**src/rtl/core/segmented_big_endian_memory_access_unit_assert.svh**
```systemverilog
// Assertion macros shared by the load/store unit modules.
`ifndef SEGMENTED_BIG_ENDIAN_MEMORY_ACCESS_UNIT_ASSERT_SVH
`define SEGMENTED_BIG_ENDIAN_MEMORY_ACCESS_UNIT_ASSERT_SVH

// Check a property on every rising clock edge outside reset.
`define SBE_ASSERT(lbl, clk, rstn, prop) \
  lbl: assert property (@(posedge clk) disable iff (!rstn) (prop)) \
    else $error("sbe assertion failed");

// Check that a condition never holds outside reset.
`define SBE_ASSERT_NEVER(lbl, clk, rstn, cond) \
  lbl: assert property (@(posedge clk) disable iff (!rstn) !(cond)) \
    else $error("sbe forbidden condition seen");

`endif

```
**src/rtl/core/sbe_pkg.sv**
```systemverilog
// Types and constants of the segmented big-endian load/store unit.
package sbe_pkg;

  // Access status codes
  typedef enum logic [2:0] {
    ST_OK         = 3'd0,
    ST_NO_REGION  = 3'd1,
    ST_MISALIGNED = 3'd2,
    ST_BAD_SIZE   = 3'd3,
    ST_RANGE      = 3'd4
  } status_e;

  // Access size codes
  localparam logic [1:0] SIZE_BYTE = 2'd0;
  localparam logic [1:0] SIZE_HALF = 2'd1;
  localparam logic [1:0] SIZE_WORD = 2'd2;

  // Access kind codes
  localparam logic FUNC_READ  = 1'b0;
  localparam logic FUNC_WRITE = 1'b1;

  // Region selectors found in address bits 31:20
  localparam logic [11:0] SEL_PROGRAM = 12'h004;
  localparam logic [11:0] SEL_DATA    = 12'h100;
  localparam logic [11:0] SEL_STACK   = 12'h7FF;

  // Region codes used as the top bits of a lane RAM address
  localparam logic [1:0] REG_PROGRAM = 2'd0;
  localparam logic [1:0] REG_DATA    = 2'd1;
  localparam logic [1:0] REG_STACK   = 2'd2;

  localparam int unsigned OFFSET_BITS = 20;
  localparam int unsigned NUM_LANES   = 4;
  localparam int unsigned REQ_DEPTH   = 2;
  localparam int unsigned RES_DEPTH   = 4;

  // Classified access, handed from the front to the back
  typedef struct packed {
    status_e                  status;
    logic                     is_write;
    logic [1:0]               size;
    logic [1:0]               region;
    logic [OFFSET_BITS-1:0]   offset;
    logic [NUM_LANES-1:0]     lane_en;
    logic [NUM_LANES-1:0][7:0] lane_wdata;
  } req_t;

  // Finished result transaction
  typedef struct packed {
    logic [31:0] read_data;
    status_e     status;
  } result_t;

endpackage

```
**src/rtl/core/sbe_fifo.sv**
```systemverilog
// Small register FIFO used for the request and result queues.
`include "segmented_big_endian_memory_access_unit_assert.svh"

module sbe_fifo #(
  parameter int unsigned WIDTH = 8,
  parameter int unsigned DEPTH = 2,
  localparam int unsigned PW = $clog2(DEPTH),
  localparam int unsigned CW = $clog2(DEPTH + 1)
) (
  input  logic             clk_i,
  input  logic             rst_ni,
  input  logic             push_i,
  input  logic [WIDTH-1:0] wdata_i,
  output logic             full_o,
  input  logic             pop_i,
  output logic [WIDTH-1:0] rdata_o,
  output logic             empty_o,
  output logic [CW-1:0]    count_o
);

  logic [WIDTH-1:0] mem_q [DEPTH];
  logic [PW-1:0]    wr_ptr_q, wr_ptr_d;
  logic [PW-1:0]    rd_ptr_q, rd_ptr_d;
  logic [CW-1:0]    count_q, count_d;
  logic             do_push;
  logic             do_pop;

  assign full_o  = (count_q == CW'(DEPTH));
  assign empty_o = (count_q == '0);
  assign count_o = count_q;
  assign rdata_o = mem_q[rd_ptr_q];

  assign do_push = push_i && !full_o;
  assign do_pop  = pop_i && !empty_o;

  // Advance pointers with wrap and track the fill level
  always_comb begin
    wr_ptr_d = wr_ptr_q;
    rd_ptr_d = rd_ptr_q;
    if (do_push) begin
      wr_ptr_d = (wr_ptr_q == PW'(DEPTH - 1)) ? '0 : wr_ptr_q + PW'(1);
    end
    if (do_pop) begin
      rd_ptr_d = (rd_ptr_q == PW'(DEPTH - 1)) ? '0 : rd_ptr_q + PW'(1);
    end
    count_d = count_q + CW'(do_push) - CW'(do_pop);
  end

  always_ff @(posedge clk_i or negedge rst_ni) begin
    if (!rst_ni) begin
      wr_ptr_q <= '0;
      rd_ptr_q <= '0;
      count_q  <= '0;
    end else begin
      wr_ptr_q <= wr_ptr_d;
      rd_ptr_q <= rd_ptr_d;
      count_q  <= count_d;
    end
  end

  // Store the pushed entry
  always_ff @(posedge clk_i) begin
    if (do_push) begin
      mem_q[wr_ptr_q] <= wdata_i;
    end
  end

  `SBE_ASSERT_NEVER(a_no_push_when_full, clk_i, rst_ni, push_i && full_o)

endmodule

```
**src/rtl/core/sbe_front.sv**
```systemverilog
// Front end: accept accesses, classify them and queue them for the back end.
module sbe_front #(
  parameter int unsigned REGION_ADDR_BITS = 20
) (
  input  logic          clk_i,
  input  logic          rst_ni,
  input  logic          push_i,
  output logic          full_o,
  input  logic [31:0]   address_i,
  input  logic [31:0]   write_data_i,
  input  logic          func_i,
  input  logic [1:0]    size_i,
  output logic          req_valid_o,
  output sbe_pkg::req_t req_o,
  input  logic          req_pop_i
);

  import sbe_pkg::*;

  logic [11:0]            sel;
  logic [OFFSET_BITS-1:0] offset;
  logic                   region_ok;
  logic [1:0]             region;
  logic                   misaligned;
  logic                   out_of_range;
  req_t                   req;
  logic                   req_empty;

  assign sel    = address_i[31:20];
  assign offset = address_i[OFFSET_BITS-1:0];

  // Decode the region selector
  always_comb begin
    region_ok = 1'b1;
    case (sel)
      SEL_PROGRAM: region = REG_PROGRAM;
      SEL_DATA:    region = REG_DATA;
      SEL_STACK:   region = REG_STACK;
      default: begin
        region    = REG_PROGRAM;
        region_ok = 1'b0;
      end
    endcase
  end

  assign misaligned = ((size_i == SIZE_HALF) && offset[0]) ||
                      ((size_i == SIZE_WORD) && (offset[1:0] != 2'b00));
  assign out_of_range = ((32'(offset) >> REGION_ADDR_BITS) != 32'd0);

  // Classify the access and spread write bytes over lanes, big-endian
  always_comb begin
    req          = '0;
    req.is_write = (func_i == FUNC_WRITE);
    req.size     = size_i;
    req.region   = region;
    req.offset   = offset;
    if (!region_ok) begin
      req.status = ST_NO_REGION;
    end else if (!(size_i inside {SIZE_BYTE, SIZE_HALF, SIZE_WORD})) begin
      req.status = ST_BAD_SIZE;
    end else if (misaligned) begin
      req.status = ST_MISALIGNED;
    end else if (out_of_range) begin
      req.status = ST_RANGE;
    end else begin
      req.status = ST_OK;
    end
    case (size_i)
      SIZE_BYTE: begin
        req.lane_en[offset[1:0]] = 1'b1;
        for (int k = 0; k < NUM_LANES; k++) begin
          req.lane_wdata[k] = write_data_i[7:0];
        end
      end
      SIZE_HALF: begin
        req.lane_en       = offset[1] ? 4'b1100 : 4'b0011;
        req.lane_wdata[0] = write_data_i[15:8];
        req.lane_wdata[1] = write_data_i[7:0];
        req.lane_wdata[2] = write_data_i[15:8];
        req.lane_wdata[3] = write_data_i[7:0];
      end
      SIZE_WORD: begin
        req.lane_en       = 4'b1111;
        req.lane_wdata[0] = write_data_i[31:24];
        req.lane_wdata[1] = write_data_i[23:16];
        req.lane_wdata[2] = write_data_i[15:8];
        req.lane_wdata[3] = write_data_i[7:0];
      end
      default: begin
        req.lane_en = '0;
      end
    endcase
  end

  // Hold classified transactions until the back end takes them
  sbe_fifo #(
    .WIDTH($bits(req_t)),
    .DEPTH(REQ_DEPTH)
  ) u_req_fifo (
    .clk_i   (clk_i),
    .rst_ni  (rst_ni),
    .push_i  (push_i && !full_o),
    .wdata_i (req),
    .full_o  (full_o),
    .pop_i   (req_pop_i),
    .rdata_o (req_o),
    .empty_o (req_empty),
    .count_o ()
  );

  assign req_valid_o = !req_empty;

endmodule

```
**config.mk**
```make
export PLATFORM = sky130hd
export DESIGN_NAME = sbe_front
export DESIGN_NICKNAME = d
export VERILOG_FILES = /design/src/rtl/core/sbe_pkg.sv /design/src/rtl/core/sbe_fifo.sv /design/src/rtl/core/sbe_front.sv
export VERILOG_INCLUDE_DIRS = /design/src /design/src/rtl/core
export SDC_FILE = /design/constraint.sdc
export NUM_CORES = 1
export LEC_CHECK = 0
export ABC_AREA = 1
export ABC_CLOCK_PERIOD_IN_PS = 3910
export BUFFER_PORTS_ARGS = -buffer_cell sky130_fd_sc_hd__buf_2
export CAP_MARGIN = 10
export CELL_PAD_IN_SITES_DETAIL_PLACEMENT = 1
export CELL_PAD_IN_SITES_GLOBAL_PLACEMENT = 1
export CORE_UTILIZATION = 37
export DETAILED_ROUTE_END_ITERATION = 6
export PLACE_DENSITY_LB_ADDON = 0.25
export SLEW_MARGIN = 20
export SYNTH_ARGS = -nofsm -noshare
export SYNTH_HDL_FRONTEND = slang
export SYNTH_SLANG_ARGS = --single-unit
```
**constraint.sdc**
```tcl
create_clock -name clk_i -period 3.91 [get_ports clk_i]
set_input_delay 0.391 -clock clk_i [delete_from_list [all_inputs] [get_ports clk_i]]
set_output_delay 0.391 -clock clk_i [all_outputs]
set_load 0.01 [all_outputs]
```
==> flow_summary_export.csv <==
group,metric,value,unit
critical_path,rr_worst_depth,4,
synth,yosysTopAreaCell,"edfxtp_1",
clock_tree,cts_tree,"done",
floorplan,die_w,122,um
timing,min_period,2450,ps
critical_path,critPathLaunchType,"flop",
worst_hold_path,hp-start,"address_i[17]",
critical_path,worst-endpoint-arrival,2060,ps
synth,ys_types,22,
critical_path,r2r_start,"u_req_fifo.count_o[1]",
finish,nFillCells,1577,
pwr,p_int,0.00340,W
timing,setup_viol,0,
critical_path,crit_fanout,64,
critical_path,required,3520,ps
finish,layout.nets,703,
clock_tree,clockBufferDepth,2,
timing,hold_viol,0,
finish,layout-drive-gt1-share,27.5,%
route,wirelength,12.3,mm
floorplan,core,14000,um^2
floorplan,io-pin-count,137,
route,routed_wire_length_per_instance,15.0,um
finish,final_common_cell,"nand2_1",
synth,syn_area_per_cell,10.9,um^2
critical_path,rr_endpoint,"u_req_fifo.mem_q[0][34]",
finish,syn_to_final_growth,26.9,%
clock_tree,ctsRootBufferMaster,"clkbuf_16",
route,firstDrtPassIters,4,
clock_tree,cts_resized,0,
critical_path,path_common_cell,"nand2_1",
timing,totalNegativeSetupSlack,0,ps
route,drc_errors,0,
worst_hold_path,hold_path_class,"primary input to flop",
clock_tree,numCtsBuffers,17,
synth,synth_nets,563,
route,detail-route-antenna-nets,0,
critical_path,worstPathCellList,"clkinv_2 -> nand2_1 -> nand2_1 -> buf_2",
floorplan,start_util,38.3,%
route,via_per_inst,4.70,
placed_design,place.gp.congestion,0.764,
clock_tree,h-tree-depth,4,
pwr,p_seq_share,39.4,%
timing,fin_skew,4.60,ps
synth,ys_ff_latch,130,
floorplan,dieArea,15000,um^2
timing,rsz0062_at_grt,"no",
placed_design,dp_slack,1720,ps
pwr,p_leak,3.05,nW
timing,post-route-period-util,62.6,%
global_routing,antenna_found_initial,0,
pwr,p_clk_share,30.7,%
critical_path,worst_setup_path_end_kind,"output pin",
global_routing,overflow,0,
pwr,power.share.switching,33.0,%
finish,final_cell_mix,"247 x nand2_1, 135 x buf_2, 126 x edfxtp_1",
placed_design,hpwl,8.22,mm
critical_path,worst-path-buf-inv,2,
synth,yosys_warnings,0,
placed_design,port_buffers,135,
timing,fmax,409,MHz
clock_tree,insertion_delay,400,ps
clock_tree,postCtsSetupRepairBufs,0,
run,drv_cap,0,
timing,slew_headroom,36.9,%
timing,setup_slack,1460,ps
worst_hold_path,whs_path_depth,1,
global_routing,grtUsageTotal,17.2,%
critical_path,reg2reg_setup_slack,1750,ps
synth,synth_top_area_share,70.6,%
worst_hold_path,holdPathEnd,"u_req_fifo.mem_q[1][53]",
pwr,comb_power_share,30.0,%
critical_path,path_class,"flop to output pin",
synth,synth_cells,490,
critical_path,cp_top_family,"buffers and inverters",
timing,slew_violations,0,
clock_tree,cts_sinks,130,
pwr,powerDensity,747,nW/um^2
floorplan,die_y,122,um
global_routing,grt_pass1_wl,18.9,mm
critical_path,critical-path-max-stage-delay,720,ps
finish,n_antenna_cell,0,
route,dr.first_iter.drc_count,230,
global_routing,grt_max_degree,65,
timing,tightest_slew,946,ps
route,vias,3871,
status,status,"finished, final reports clean",
synth,synth_area_leaders,"edfxtp_1 71%, nand2_1 17%, dfrtp_1 1.9%",
critical_path,cpMaxStageDelayCell,"clkinv_2",
clock_tree,clkTransAtPathRegs,60,ps
pwr,peakVddDrop,0.370,mV
synth,ys_seq_area_share,72.5,%
floorplan,rows,43,
pwr,switching_power,0.00168,W
global_routing,grt_pass1_vias,3952,
synth,syn-cell-area,5360,um^2
## sequential cells by signal, indices dropped and copies added (netlist names)
name / cells
u_req_fifo.count_o: 2
u_req_fifo.mem_q: 126
u_req_fifo.rd_ptr_q: 1
u_req_fifo.wr_ptr_q: 1
## routing by layer
metal	track usage, %	vias up	share of wire (%)
li1	-	1888	-
met1	20.7	1860	44
met2	29.5	113	50
met3	4.69	10	5.3
met4	6.10	0	1.3
met5	0	-	0
## layout make-up
class / instances / area (um^2) / share of cell area (%)
Sequential cell: 130 / 3880 / 57.1
Multi-Input combinational cell: 315 / 1290 / 18.9
Clock inverter: 14 / 163 / 2.39
Inverter: 27 / 103 / 1.51
Clock buffer: 18 / 429 / 6.31
Tap cell: 180 / 225 / 3.31
Timing Repair Buffer: 139 / 708 / 10.4
## logic make-up after synthesis
| group | after synthesis | synth area share, % |
|---|---|---|
| compound gates | 15 | 1.40 |
| xor+xnor | 3 | 0.490 |
| fa+ha+maj | 2 | 0.467 |
| buf+inv | 45 | 3.78 |
| flops | 130 | 72.5 |
| other cells | 1 | 0.0700 |
| simple gates | 294 | 21.3 |
## synth_stat cells
master,n
nand2_1,247
edfxtp_1,126
inv_1,24
nor2_1,24
nand3_1,18
buf_2,9
o21ai_0,9
o21ai_1,6
dfrtp_1,4
clkbuf_1,3
inv_2,3
buf_1,2
buf_4,2
buf_6,2
ha_1,2
nor2_2,2
xor2_1,2
conb_1,1
nor2_4,1
nor3_1,1
or2_2,1
xnor2_1,1
## worst reg2reg max path, stage by stage, from the launching register on
cell and delay [ps]:
dfrtp_1 360, inv_1 110, o21ai_0 240, nor2_4 420, buf_4 630
## through the flow
step                utilization, %  power (W)  area (um^2)  instances  hold slack, ps
global route                  48.6    0.00540         6800        823             165
finish                        48.6    0.00508         6800        823             180
CTS                           48.6    0.00517         6800        823             165
detailed placement            44.3    0.00359         6200        790             201
global placement              44.3    0.00354         6200        790             198
floorplan                        -    0.00294         5360        490            95.4
## what timing repair did
| item | in CTS | in global routing |
|---|---|---|
| hold endpoints to repair | 4 | 0 |
| hold buffers | 1 | 0 |
| endpoints found under the setup margin | 0 | 0 |
## power by group through the flow
| stage | clock network [W] | registers [W] | logic (W) |
|---|---|---|---|
| after CTS | 0.00159 | 0.00200 | 0.00157 |
| final | 0.00156 | 0.00200 | 0.00152 |
| after global routing | 0.00165 | 0.00203 | 0.00173 |
| after floorplan | 0 | 0.00203 | 0.000907 |
| after global placement | 0 | 0.00201 | 0.00153 |
| after detailed placement | 0 | 0.00203 | 0.00156 |
## how the worst max path moves through the flow
stage	slack, ps	startpoint	cells after the start	endpoint
2_1_floorplan	180	u_req_fifo.count_o[1]	3	u_req_fifo.mem_q[1][0]
3_3_place_gp	1720	push_i	4	u_req_fifo.mem_q[0][52]
3_5_place_dp	1720	push_i	4	u_req_fifo.mem_q[0][60]
4_1_cts	1370	u_req_fifo.rd_ptr_q	4	req_o[8]
5_1_grt	1250	u_req_fifo.rd_ptr_q	4	req_o[8]
6_report	1460	u_req_fifo.rd_ptr_q	4	req_o[8]
(Power assumes the default switching activity.)
